File: config.mk
export PLATFORM = sky130hd
export DESIGN_NAME = four_d_rotate_project_engine
export DESIGN_NICKNAME = d
export VERILOG_FILES = /design/src/fdrp_pkg.sv /design/src/four_d_rotate_project_engine.sv
export SDC_FILE = /design/constraint.sdc
export NUM_CORES = 2
export LEC_CHECK = 0
export BUFFER_PORTS_ARGS = -buffer_cell sky130_fd_sc_hd__buf_2
export CAP_MARGIN = 20
export CORE_MARGIN = 1
export CORE_UTILIZATION = 40
export CTS_CLUSTER_DIAMETER = 80
export CTS_CLUSTER_SIZE = 20
export DETAILED_ROUTE_END_ITERATION = 8
export PLACE_DENSITY_LB_ADDON = 0.25
export SYNTH_ARGS = -nofsm -noshare
export SYNTH_HDL_FRONTEND = slang
export SYNTH_SLANG_ARGS = --single-unit
File: constraint.sdc
create_clock -name clock -period 31.7 [get_ports clock]
set_input_delay 4.755 -clock clock [delete_from_list [all_inputs] [get_ports clock]]
set_output_delay 4.755 -clock clock [all_outputs]
set_load 0.01 [all_outputs]
File: src/fdrp_pkg.sv
// shared types, constants and helper functions for the four-d rotate and project engine
package fdrp_pkg;

   localparam int VERTEX_COUNT_DEF = 16;
   localparam int EMIT_MAX         = 16;
   localparam int CORDIC_STEPS     = 16;
   localparam int DIV_W            = 30;
   localparam int FULL_TURN        = 36000;
   localparam int HALF_TURN        = 18000;
   localparam int QUARTER_TURN     = 9000;
   localparam int CORDIC_X0        = 9949;
   localparam int ONE_Q13          = 8192;
   localparam int ONE_Q14          = 16384;
   localparam logic [14:0] EYE_RESET = 15'd16384;

   typedef enum logic [1:0] {
      OP_LOAD    = 2'd0,
      OP_ROTATE  = 2'd1,
      OP_PROJECT = 2'd2,
      OP_NONE    = 2'd3
   } op_type;

   typedef enum logic [1:0] {
      REG_WORLD_X = 2'd0,
      REG_WORLD_Y = 2'd1,
      REG_WORLD_Z = 2'd2,
      REG_EYE     = 2'd3
   } reg_index_type;

   typedef enum logic [3:0] {
      ST_IDLE,
      ST_REDUCE,
      ST_CORDIC,
      ST_READ,
      ST_LATCH,
      ST_MUL,
      ST_WRITE,
      ST_DIV_SETUP,
      ST_DIV,
      ST_DIV_FIN,
      ST_EMIT
   } state_type;

   typedef struct packed {
      logic signed [15:0] x;
      logic signed [15:0] y;
      logic signed [15:0] z;
      logic signed [15:0] w;
      logic signed [15:0] r;
      logic signed [15:0] g;
      logic signed [15:0] b;
   } vertex_type;

   function automatic logic signed [24:0] atan_entry(input logic [3:0] i);
      logic signed [24:0] v;
      case (i)
         4'd0:    v = 25'sd1152000;
         4'd1:    v = 25'sd680065;
         4'd2:    v = 25'sd359328;
         4'd3:    v = 25'sd182400;
         4'd4:    v = 25'sd91554;
         4'd5:    v = 25'sd45822;
         4'd6:    v = 25'sd22916;
         4'd7:    v = 25'sd11459;
         4'd8:    v = 25'sd5730;
         4'd9:    v = 25'sd2865;
         4'd10:   v = 25'sd1432;
         4'd11:   v = 25'sd716;
         4'd12:   v = 25'sd358;
         4'd13:   v = 25'sd179;
         4'd14:   v = 25'sd90;
         4'd15:   v = 25'sd45;
         default: v = 25'sd0;
      endcase
      return v;
   endfunction

   function automatic logic signed [15:0] sat16(input logic signed [19:0] v);
      logic signed [15:0] r;
      if (v > 20'sd32767) begin
         r = 16'sh7fff;
      end else if (v < -20'sd32768) begin
         r = -16'sh8000;
      end else begin
         r = v[15:0];
      end
      return r;
   endfunction

   function automatic vertex_type reset_vertex(input logic [6:0] idx);
      vertex_type v;
      v.x = idx[0] ? 16'sd8192 : -16'sd8192;
      v.y = idx[1] ? 16'sd8192 : -16'sd8192;
      v.z = idx[2] ? 16'sd8192 : -16'sd8192;
      v.w = (idx < 7'd8) ? 16'sd0 : -16'sd8192;
      v.r = 16'(ONE_Q13);
      v.g = 16'(ONE_Q13);
      v.b = 16'(ONE_Q13);
      return v;
   endfunction

endpackage

File: src/four_d_rotate_project_engine.sv
// four-d vertex store with plane rotation and perspective projection
//
// A request beat on req_* carries one command. Load writes one vertex.
// Rotate reduces the angle, runs a 16-step cordic for sine and cosine,
// then walks every stored vertex through one shared 16x16 multiplier
// with accumulator. Project walks the first (at most 16) vertices; each
// needs three 30-step restoring divisions on one shared divider, skipped
// when behind the eye, and each result leaves as one rsp beat with
// rsp_last on the final vertex.
// req_stall is high for the whole run of a command. A stalled rsp beat
// holds its payload and the sequencer waits for it.
// Reset restores the cube vertices with white colours through per-entry
// valid bits, clears the world offsets and sets the eye distance to 2.0.
// csr writes are always taken and must be issued while the block is idle.
module four_d_rotate_project_engine #(
   parameter int VERTEX_COUNT = fdrp_pkg::VERTEX_COUNT_DEF
) (
   input  logic                clock,
   input  logic                reset,
   input  logic                req_valid,
   output logic                req_stall,
   input  fdrp_pkg::op_type    req_op,
   input  logic [2:0]          req_plane,
   input  logic signed [16:0]  req_angle,
   input  logic [3:0]          req_vertex_index,
   input  logic signed [15:0]  req_pos_x,
   input  logic signed [15:0]  req_pos_y,
   input  logic signed [15:0]  req_pos_z,
   input  logic signed [15:0]  req_pos_w,
   input  logic signed [15:0]  req_in_red,
   input  logic signed [15:0]  req_in_green,
   input  logic signed [15:0]  req_in_blue,
   output logic                rsp_valid,
   input  logic                rsp_stall,
   output logic [3:0]          rsp_out_index,
   output logic signed [31:0]  rsp_proj_x,
   output logic signed [31:0]  rsp_proj_y,
   output logic signed [31:0]  rsp_proj_z,
   output logic signed [15:0]  rsp_out_red,
   output logic signed [15:0]  rsp_out_green,
   output logic signed [15:0]  rsp_out_blue,
   output logic                rsp_behind_eye,
   output logic                rsp_last,
   input  logic                csr_valid,
   output logic                csr_ready,
   input  fdrp_pkg::reg_index_type csr_index,
   input  logic [31:0]         csr_data
);
   import fdrp_pkg::*;

   localparam int AW     = (VERTEX_COUNT > 1) ? $clog2(VERTEX_COUNT) : 1;
   localparam int CW     = AW + 1;
   localparam int EMIT_N = (VERTEX_COUNT < EMIT_MAX) ? VERTEX_COUNT : EMIT_MAX;
   localparam logic [CW-1:0] VC_LAST   = CW'(VERTEX_COUNT - 1);
   localparam logic [CW-1:0] EMIT_LAST = CW'(EMIT_N - 1);

   state_type state_ff, state_in;

   logic signed [31:0] world_x_ff, world_y_ff, world_z_ff;
   logic [14:0]        eye_ff;

   vertex_type         mem [VERTEX_COUNT];
   logic [VERTEX_COUNT-1:0] valid_ff;
   vertex_type         rd_ff;
   logic               rvalid_ff;
   logic               mem_we;
   logic [AW-1:0]      mem_wa;
   vertex_type         mem_wd;

   op_type             op_ff;
   logic [2:0]         plane_ff;
   logic signed [17:0] ang_ff;
   logic signed [19:0] cx_ff, cy_ff;
   logic signed [24:0] cz_ff;
   logic               flip_ff;
   logic signed [15:0] sin_ff, cos_ff;
   logic [3:0]         step_ff;
   logic [CW-1:0]      vi_ff;
   vertex_type         vtx_ff;
   logic signed [32:0] acc_ff;
   logic signed [15:0] tmp_ff;

   logic [16:0]        den_ff;
   logic               behind_ff;
   logic [1:0]         comp_ff;
   logic [DIV_W-1:0]   dvd_ff;
   logic [15:0]        rem_ff;
   logic [4:0]         dcnt_ff;
   logic               neg_ff;
   logic signed [31:0] px_ff, py_ff, pz_ff;
   logic               rsp_valid_ff;

   logic               req_take;
   logic [6:0]         load_idx;
   logic               load_ok;

   // angle reduction
   logic signed [17:0] r_wrap, r_fold;
   logic               r_flip;

   // cordic step
   logic signed [19:0] cdx, cdy, cx_nx, cy_nx;
   logic signed [24:0] cz_nx;

   // rotate datapath
   logic signed [15:0] axa, axb, opa, opb, opnd, coef;
   logic signed [31:0] prod;
   logic signed [32:0] sum;
   logic signed [33:0] rnd_wide;
   logic signed [15:0] rnd;

   // project datapath
   logic signed [17:0] den_calc;
   logic               behind_now;
   logic signed [15:0] pcoord;
   logic [16:0]        pabs;
   logic [16:0]        rem_sh;
   logic               rem_ge;
   logic signed [31:0] pworld;
   logic signed [32:0] qs, psum;
   logic signed [31:0] pres;

   assign req_stall = (state_ff != ST_IDLE);
   assign req_take  = req_valid && !req_stall;
   assign csr_ready = 1'b1;
   assign load_idx  = 7'(req_vertex_index);
   assign load_ok   = (load_idx < 7'(VERTEX_COUNT));

   // next state
   always_comb begin
      state_in = state_ff;
      case (state_ff)
         ST_IDLE: begin
            if (req_take) begin
               case (req_op)
                  OP_ROTATE:  state_in = (req_plane <= 3'd5) ? ST_REDUCE : ST_IDLE;
                  OP_PROJECT: state_in = ST_READ;
                  default:    state_in = ST_IDLE;
               endcase
            end
         end
         ST_REDUCE: begin
            if (!ang_ff[17] && ang_ff < 18'sd36000) begin
               state_in = ST_CORDIC;
            end
         end
         ST_CORDIC:    state_in = (step_ff == 4'd15) ? ST_READ : ST_CORDIC;
         ST_READ:      state_in = ST_LATCH;
         ST_LATCH:     state_in = (op_ff == OP_ROTATE) ? ST_MUL : ST_DIV_SETUP;
         ST_MUL:       state_in = (step_ff == 4'd7) ? ST_WRITE : ST_MUL;
         ST_WRITE:     state_in = (vi_ff == VC_LAST) ? ST_IDLE : ST_READ;
         ST_DIV_SETUP: state_in = behind_now ? ST_DIV_FIN : ST_DIV;
         ST_DIV:       state_in = (dcnt_ff == 5'(DIV_W - 1)) ? ST_DIV_FIN : ST_DIV;
         ST_DIV_FIN:   state_in = (comp_ff == 2'd2) ? ST_EMIT : ST_DIV_SETUP;
         ST_EMIT: begin
            if (!rsp_stall) begin
               state_in = (vi_ff == EMIT_LAST) ? ST_IDLE : ST_READ;
            end
         end
         default:      state_in = ST_IDLE;
      endcase
   end

   // memory write port selection
   always_comb begin
      mem_we = 1'b0;
      mem_wa = vi_ff[AW-1:0];
      mem_wd = vtx_ff;
      if (state_ff == ST_IDLE && req_take && req_op == OP_LOAD && load_ok) begin
         mem_we = 1'b1;
         mem_wa = load_idx[AW-1:0];
         mem_wd = '{req_pos_x, req_pos_y, req_pos_z, req_pos_w,
                    req_in_red, req_in_green, req_in_blue};
      end else if (state_ff == ST_WRITE) begin
         mem_we = 1'b1;
      end
   end

   always_ff @(posedge clock) begin
      if (mem_we) begin
         mem[mem_wa] <= mem_wd;
      end
      rd_ff     <= mem[vi_ff[AW-1:0]];
      rvalid_ff <= valid_ff[vi_ff[AW-1:0]];
   end

   // angle reduction and fold
   always_comb begin
      r_wrap = (ang_ff > 18'sd18000) ? ang_ff - 18'sd36000 : ang_ff;
      r_flip = 1'b0;
      r_fold = r_wrap;
      if (r_wrap > 18'sd9000) begin
         r_fold = 18'sd18000 - r_wrap;
         r_flip = 1'b1;
      end else if (r_wrap < -18'sd9000) begin
         r_fold = -18'sd18000 - r_wrap;
         r_flip = 1'b1;
      end
   end

   assign cdx = cy_ff >>> step_ff;
   assign cdy = cx_ff >>> step_ff;

   always_comb begin
      if (!cz_ff[24]) begin
         cx_nx = cx_ff - cdx;
         cy_nx = cy_ff + cdy;
         cz_nx = cz_ff - atan_entry(step_ff);
      end else begin
         cx_nx = cx_ff + cdx;
         cy_nx = cy_ff - cdy;
         cz_nx = cz_ff + atan_entry(step_ff);
      end
   end

   // rotation operand selection, file plane labels
   always_comb begin
      case (plane_ff)
         3'd0:    begin axa = vtx_ff.y; axb = vtx_ff.z; end
         3'd1:    begin axa = vtx_ff.x; axb = vtx_ff.z; end
         3'd2:    begin axa = vtx_ff.x; axb = vtx_ff.y; end
         3'd3:    begin axa = vtx_ff.z; axb = vtx_ff.w; end
         3'd4:    begin axa = vtx_ff.x; axb = vtx_ff.w; end
         default: begin axa = vtx_ff.y; axb = vtx_ff.w; end
      endcase
      opa  = step_ff[2] ? vtx_ff.r : axa;
      opb  = step_ff[2] ? vtx_ff.g : axb;
      opnd = step_ff[0] ? opb : opa;
      coef = (step_ff[0] ^ step_ff[1]) ? sin_ff : cos_ff;
      prod = opnd * coef;
      if (!step_ff[0]) begin
         sum = 33'(prod);
      end else if (step_ff[1]) begin
         sum = acc_ff + 33'(prod);
      end else begin
         sum = acc_ff - 33'(prod);
      end
      rnd_wide = (34'(sum) + 34'sd8192) >>> 14;
      rnd      = sat16(rnd_wide[19:0]);
   end

   // projection datapath
   always_comb begin
      den_calc = $signed({3'b000, eye_ff}) - 18'(vtx_ff.w);
      case (comp_ff)
         2'd0:    begin pcoord = vtx_ff.x; pworld = world_x_ff; end
         2'd1:    begin pcoord = vtx_ff.y; pworld = world_y_ff; end
         default: begin pcoord = vtx_ff.z; pworld = world_z_ff; end
      endcase
      pabs   = pcoord[15] ? 17'(-17'(pcoord)) : 17'(pcoord);
      rem_sh = {rem_ff, dvd_ff[DIV_W-1]};
      rem_ge = (rem_sh >= den_ff);
      qs     = neg_ff ? -33'($signed({3'b000, dvd_ff})) : $signed({3'b000, dvd_ff});
      psum   = qs + 33'(pworld);
      if (behind_ff) begin
         if (pcoord > 16'sd0) begin
            pres = 32'sh7fffffff;
         end else if (pcoord < 16'sd0) begin
            pres = 32'sh80000000;
         end else begin
            pres = pworld;
         end
      end else if (psum > 33'sh07fffffff) begin
         pres = 32'sh7fffffff;
      end else if (psum < -33'sh080000000) begin
         pres = 32'sh80000000;
      end else begin
         pres = psum[31:0];
      end
   end

   assign behind_now = den_calc[17] || (den_calc == 18'sd0);

   always_ff @(posedge clock) begin
      if (reset) begin
         state_ff     <= ST_IDLE;
         valid_ff     <= '0;
         world_x_ff   <= '0;
         world_y_ff   <= '0;
         world_z_ff   <= '0;
         eye_ff       <= EYE_RESET;
         rsp_valid_ff <= 1'b0;
         vi_ff        <= '0;
         step_ff      <= '0;
      end else begin
         state_ff <= state_in;
         if (csr_valid && csr_ready) begin
            case (csr_index)
               REG_WORLD_X: world_x_ff <= csr_data;
               REG_WORLD_Y: world_y_ff <= csr_data;
               REG_WORLD_Z: world_z_ff <= csr_data;
               REG_EYE:     eye_ff     <= csr_data[14:0];
               default:     eye_ff     <= eye_ff;
            endcase
         end
         if (mem_we) begin
            valid_ff[mem_wa] <= 1'b1;
         end
         case (state_ff)
            ST_IDLE: begin
               vi_ff   <= '0;
               step_ff <= '0;
            end
            ST_REDUCE: begin
               step_ff <= '0;
            end
            ST_CORDIC: begin
               step_ff <= step_ff + 4'd1;
               if (step_ff == 4'd15) begin
                  step_ff <= '0;
               end
            end
            ST_LATCH: begin
               step_ff <= '0;
            end
            ST_MUL: begin
               step_ff <= step_ff + 4'd1;
            end
            ST_WRITE: begin
               vi_ff <= vi_ff + CW'(1);
            end
            ST_EMIT: begin
               if (!rsp_stall) begin
                  rsp_valid_ff <= 1'b0;
                  vi_ff        <= vi_ff + CW'(1);
               end
            end
            ST_DIV_FIN: begin
               if (comp_ff == 2'd2) begin
                  rsp_valid_ff <= 1'b1;
               end
            end
            default: begin
               step_ff <= step_ff;
            end
         endcase
      end
   end

   // datapath registers
   always_ff @(posedge clock) begin
      case (state_ff)
         ST_IDLE: begin
            op_ff    <= req_op;
            plane_ff <= req_plane;
            ang_ff   <= 18'(req_angle);
         end
         ST_REDUCE: begin
            if (ang_ff[17]) begin
               ang_ff <= ang_ff + 18'sd36000;
            end else if (ang_ff >= 18'sd36000) begin
               ang_ff <= ang_ff - 18'sd36000;
            end else begin
               cz_ff   <= 25'(r_fold) <<< 8;
               flip_ff <= r_flip;
               cx_ff   <= 20'(CORDIC_X0);
               cy_ff   <= '0;
            end
         end
         ST_CORDIC: begin
            cx_ff <= cx_nx;
            cy_ff <= cy_nx;
            cz_ff <= cz_nx;
            if (step_ff == 4'd15) begin
               if (cx_nx > 20'sd16384) begin
                  cos_ff <= flip_ff ? -16'sd16384 : 16'sd16384;
               end else if (cx_nx < -20'sd16384) begin
                  cos_ff <= flip_ff ? 16'sd16384 : -16'sd16384;
               end else begin
                  cos_ff <= flip_ff ? -(cx_nx[15:0]) : cx_nx[15:0];
               end
               if (cy_nx > 20'sd16384) begin
                  sin_ff <= 16'sd16384;
               end else if (cy_nx < -20'sd16384) begin
                  sin_ff <= -16'sd16384;
               end else begin
                  sin_ff <= cy_nx[15:0];
               end
            end
         end
         ST_LATCH: begin
            vtx_ff  <= rvalid_ff ? rd_ff : reset_vertex(7'(vi_ff));
            comp_ff <= '0;
         end
         ST_MUL: begin
            acc_ff <= sum;
            if (step_ff[1:0] == 2'd1) begin
               tmp_ff <= rnd;
            end
            if (step_ff[1:0] == 2'd3) begin
               if (step_ff[2]) begin
                  vtx_ff.r <= tmp_ff;
                  vtx_ff.g <= rnd;
               end else begin
                  case (plane_ff)
                     3'd0:    begin vtx_ff.y <= tmp_ff; vtx_ff.z <= rnd; end
                     3'd1:    begin vtx_ff.x <= tmp_ff; vtx_ff.z <= rnd; end
                     3'd2:    begin vtx_ff.x <= tmp_ff; vtx_ff.y <= rnd; end
                     3'd3:    begin vtx_ff.z <= tmp_ff; vtx_ff.w <= rnd; end
                     3'd4:    begin vtx_ff.x <= tmp_ff; vtx_ff.w <= rnd; end
                     default: begin vtx_ff.y <= tmp_ff; vtx_ff.w <= rnd; end
                  endcase
               end
            end
         end
         ST_DIV_SETUP: begin
            behind_ff <= behind_now;
            den_ff    <= den_calc[16:0];
            neg_ff    <= pcoord[15];
            dvd_ff    <= DIV_W'({pabs, 13'd0}) + DIV_W'(den_calc[16:1]);
            rem_ff    <= '0;
            dcnt_ff   <= '0;
         end
         ST_DIV: begin
            dcnt_ff <= dcnt_ff + 5'd1;
            rem_ff  <= rem_ge ? 16'(rem_sh - den_ff) : rem_sh[15:0];
            dvd_ff  <= {dvd_ff[DIV_W-2:0], rem_ge};
         end
         ST_DIV_FIN: begin
            comp_ff <= comp_ff + 2'd1;
            case (comp_ff)
               2'd0:    px_ff <= pres;
               2'd1:    py_ff <= pres;
               default: pz_ff <= pres;
            endcase
         end
         default: begin
            acc_ff <= acc_ff;
         end
      endcase
   end

   // the behind flag is registered in the setup state for the outputs;
   // the early-out in the setup state uses the live comparison
   assign rsp_valid      = rsp_valid_ff;
   assign rsp_out_index  = 4'(vi_ff);
   assign rsp_proj_x     = px_ff;
   assign rsp_proj_y     = py_ff;
   assign rsp_proj_z     = pz_ff;
   assign rsp_out_red    = vtx_ff.r;
   assign rsp_out_green  = vtx_ff.g;
   assign rsp_out_blue   = vtx_ff.b;
   assign rsp_behind_eye = behind_ff;
   assign rsp_last       = (vi_ff == EMIT_LAST);

endmodule

==> results.json <==
{
  "synthesis.area_mm2": 0.122,
  "hp-class": "reg2reg",
  "maxCapViolCount": 0,
  "crit_arrival_ns": 15.18,
  "numCtsBuffers": 164,
  "worstPathMaxFanout": 22,
  "yosysWarnings": 0,
  "crit_type": "reg2reg",
  "synth.avg_cell_area_um2": 14.5,
  "yosys.area_share.simple_pct": 6.67,
  "synth-seq-cells": 2517,
  "setup_tns_ns": 0,
  "cts_resized": 0,
  "synth_fa_ha_area_share_pct": 7.25,
  "end_kind": "flop",
  "max_stage_delay_ns": 0.99,
  "drive_gt1_share_pct": 18.0,
  "cts_buffer_depth": 4,
  "critPathRequiredTime_ns": 32.29,
  "hold_depth": 2,
  "syn_nets": 9102,
  "period_minus_slack_ns": 14.59,
  "synth.most_common_cell": "edfxtp_1",
  "synth_compound_area_share_pct": 7.38,
  "io_buffer_count": 328,
  "maxSlewHeadroom_pct": 21.3,
  "min_to": "world_z_ff[9]$_SDFFE_PP0P_",
  "ys_seq_area_share_pct": 59.9,
  "netlist_top_cells_area": "edfxtp_1 (55%), mux4_2 (11%), dfxtp_1 (4.5%)",
  "synth_top_family_by_area": "multiplexers",
  "max_freq_mhz": 68.5,
  "synth_flop_cell": "edfxtp_1",
  "worstSkewPairLatency_ns": 0.90,
  "htree_levels": 4,
  "yosysUniqueCellTypes": 103,
  "synthCells": 8382,
  "die_area_mm2": 0.306,
  "track_usage_pct": 22.5,
  "place_congestion": 0.908,
  "drc": 0,
  "worstMarginPinSlew_ns": 1.18,
  "post-dp-hpwl_mm": 229,
  "cp_common_cell": "fa_1",
  "setup_violations": 0,
  "cts.sinks": 2517,
  "initialDrtViolationCount": 7663,
  "postCtsHoldBufs": 0,
  "hold_start": "world_z_ff[9]$_SDFFE_PP0P_",
  "rr_startpoint": "plane_ff[1]$_DFFE_PP_",
  "syn2layout_area_growth_pct": 9.37,
  "rsz0062_at_grt": "false",
  "post_drt_via_cell_ratio": 5.80,
  "reg2reg_to": "vtx_ff[65]$_DFFE_PP_",
  "fin_nets": 9291,
  "netlist.top_cell.by_area": "edfxtp_1",
  "synthMuxAreaShare_pct": 13.0,
  "path_buf_inv": 5,
  "start_util_pct": 40.2,
  "reg2reg_slack_ns": 17.11,
  "pin_count": 330,
  "clock_skew_ns": 0.115,
  "overflow": 0,
  "wl_per_cell_um": 27.5,
  "regArea_mm2": 0.0729,
  "fp-row-count": 202,
  "start_kind": "flop",
  "vias": 73600,
  "root_buffer": "clkbuf_16",
  "clk_pin_slew_worst_paths_ns": 0.09,
  "path_delay_family": "simple AND/OR/NAND/NOR gates",
  "post-cts-setup-buffers": 0,
  "die_h_um": 553,
  "multi_input_area_mm2": 0.0452,
  "fillCellCount": 26700,
  "yosys-top-cells-count": "edfxtp_1 (2,242), nand2_1 (721), mux4_2 (602)",
  "critPathSlowestCell": "nor2_1",
  "yosys.area_share.xor_xnor_pct": 2.62,
  "grt_max_degree": 123,
  "antenna_found_initial": 36,
  "synth_top_area_share_pct": 55.4,
  "cts_tree": "yes",
  "final.period_utilization_pct": 46.0,
  "die_x_um": 553,
  "grt_first_pass_wirelength_mm": 508,
  "ys_async_sr_fraction_pct": 0,
  "final_hold_viol_count": 0,
  "status": "finished clean",
  "ant_nets": 0,
  "grt_pass1_vias": 74200,
  "r2r_cells": 37,
  "dr.pass1.iters": 6,
  "synth_edf_count": 2242,
  "timing.final.max_slew_violations": 0,
  "wl_mm": 349,
  "design.core.area_mm2": 0.303
}
## placed cells by master (no fill, tap or decap), types with 27 or more instances in the layout
cell | netlist | final
a211o_1 | 49 | 49
a211oi_1 | 39 | 39
a21o_1 | 69 | 69
a21oi_1 | 469 | 463
a221o_1 | 31 | 31
a22o_1 | 82 | 82
a31oi_1 | 46 | 46
and2_1 | 55 | 55
and3_1 | 46 | 45
buf_2 | 23 | 328
buf_4 | 55 | 147
clkbuf_1 | 302 | 81
clkbuf_16 | 0 | 168
dfxtp_1 | 275 | 267
edfxtp_1 | 2242 | 2242
fa_1 | 270 | 270
ha_1 | 273 | 271
inv_1 | 489 | 489
mux2_2 | 140 | 140
mux2i_1 | 60 | 60
mux4_2 | 602 | 602
nand2_1 | 721 | 719
nand2b_1 | 53 | 53
nand3_1 | 96 | 95
nor2_1 | 541 | 520
nor2b_1 | 38 | 37
nor3_1 | 102 | 100
o211ai_1 | 28 | 28
o21a_1 | 49 | 49
o21ai_0 | 253 | 253
o31ai_1 | 49 | 47
or2_2 | 31 | 31
or3_1 | 27 | 27
xnor2_1 | 221 | 221
xor2_1 | 141 | 141
## stage by stage
stage	hold WS [ns]	std cells	utilization [%]	worst slack (ns)	instance area, µm²
2_1_floorplan	0.435	8382	-	19.17	122000
3_3_place_gp	0.441	12400	42.2	17.17	128000
3_5_place_dp	0.446	12400	42.2	17.56	128000
4_1_cts	0.458	12700	43.9	17.48	133000
5_1_grt	0.478	12700	44.0	16.31	133000
6_report	0.459	12700	44.0	17.11	133000
## sequential cells by signal, indices dropped and copies added, names as in the netlist, 17 cells and up, named ones only
signal	cells
mem	1792
rsp_proj_z	32
cy_ff	20
rsp_proj_x	32
rd_ff	112
rsp_proj_y	32
cz_ff	25
cx_ff	20
ang_ff	18
den_ff	17
world_z_ff	32
dvd_ff	30
world_x_ff	32
vtx_ff	64
acc_ff	33
world_y_ff	32
## cell families (layout without fill, tap and decap cells)
| kind of cell | count (synthesis) | after routing |
|---|---|---|
| AO/OA/AOI/OAI | 1377 | 1377 |
| XOR/XNOR | 363 | 363 |
| adder cells (fa/ha/maj) | 543 | 543 |
| buffers and inverters | 956 | 1272 |
| flip-flops | 2517 | 2517 |
| multiplexers | 810 | 810 |
| other | 1 | 13 |
| AND/OR/NAND/NOR | 1815 | 1815 |
## worst max path at each step
stage,startpoint,to,slack (ns),depth (start not counted)
after floorplan,step_ff[0]$_SDFFE_PP0N_,vtx_ff[68]$_DFFE_PP_,19.17,47
after global placement,plane_ff[2]$_DFFE_PP_,vtx_ff[70]$_DFFE_PP_,17.17,39
after detailed placement,plane_ff[1]$_DFFE_PP_,vtx_ff[78]$_DFFE_PP_,17.56,37
after CTS,plane_ff[1]$_DFFE_PP_,vtx_ff[65]$_DFFE_PP_,17.48,37
after global routing,plane_ff[1]$_DFFE_PP_,vtx_ff[65]$_DFFE_PP_,16.31,41
final,plane_ff[1]$_DFFE_PP_,vtx_ff[65]$_DFFE_PP_,17.11,37
## worst register-to-register path, delay by kind of cell (launching register included)
kind	cells	cell delay, ns
simple gates	12	4.60
fa+ha+maj	8	3.89
compound gates	9	3.88
buf+inv	5	0.71
flops	1	0.55
xor+xnor	2	0.40
mux	1	0.31
## metal layers
metal  part of all wire, %  wire (µm)  track usage, %
met5                 0.013         47               0
met4                   3.7      12800            7.50
met3                   7.1      24900            2.80
met2                    48     166000            37.1
met1                    42     145000            30.8
## cell type report
cell class / count / area share, %
Antenna cell: 12 / 0.0226
Clock buffer: 251 / 3.41
Clock inverter: 42 / 0.498
Inverter: 495 / 1.40
Multi-Input combinational cell: 4909 / 34.0
Sequential cell: 2517 / 54.8
Tap cell: 3978 / 3.74
Timing Repair Buffer: 484 / 2.17
Power is not shown: default switching activity piles up to over one toggle a cycle in this logic, so the estimate is an artifact.
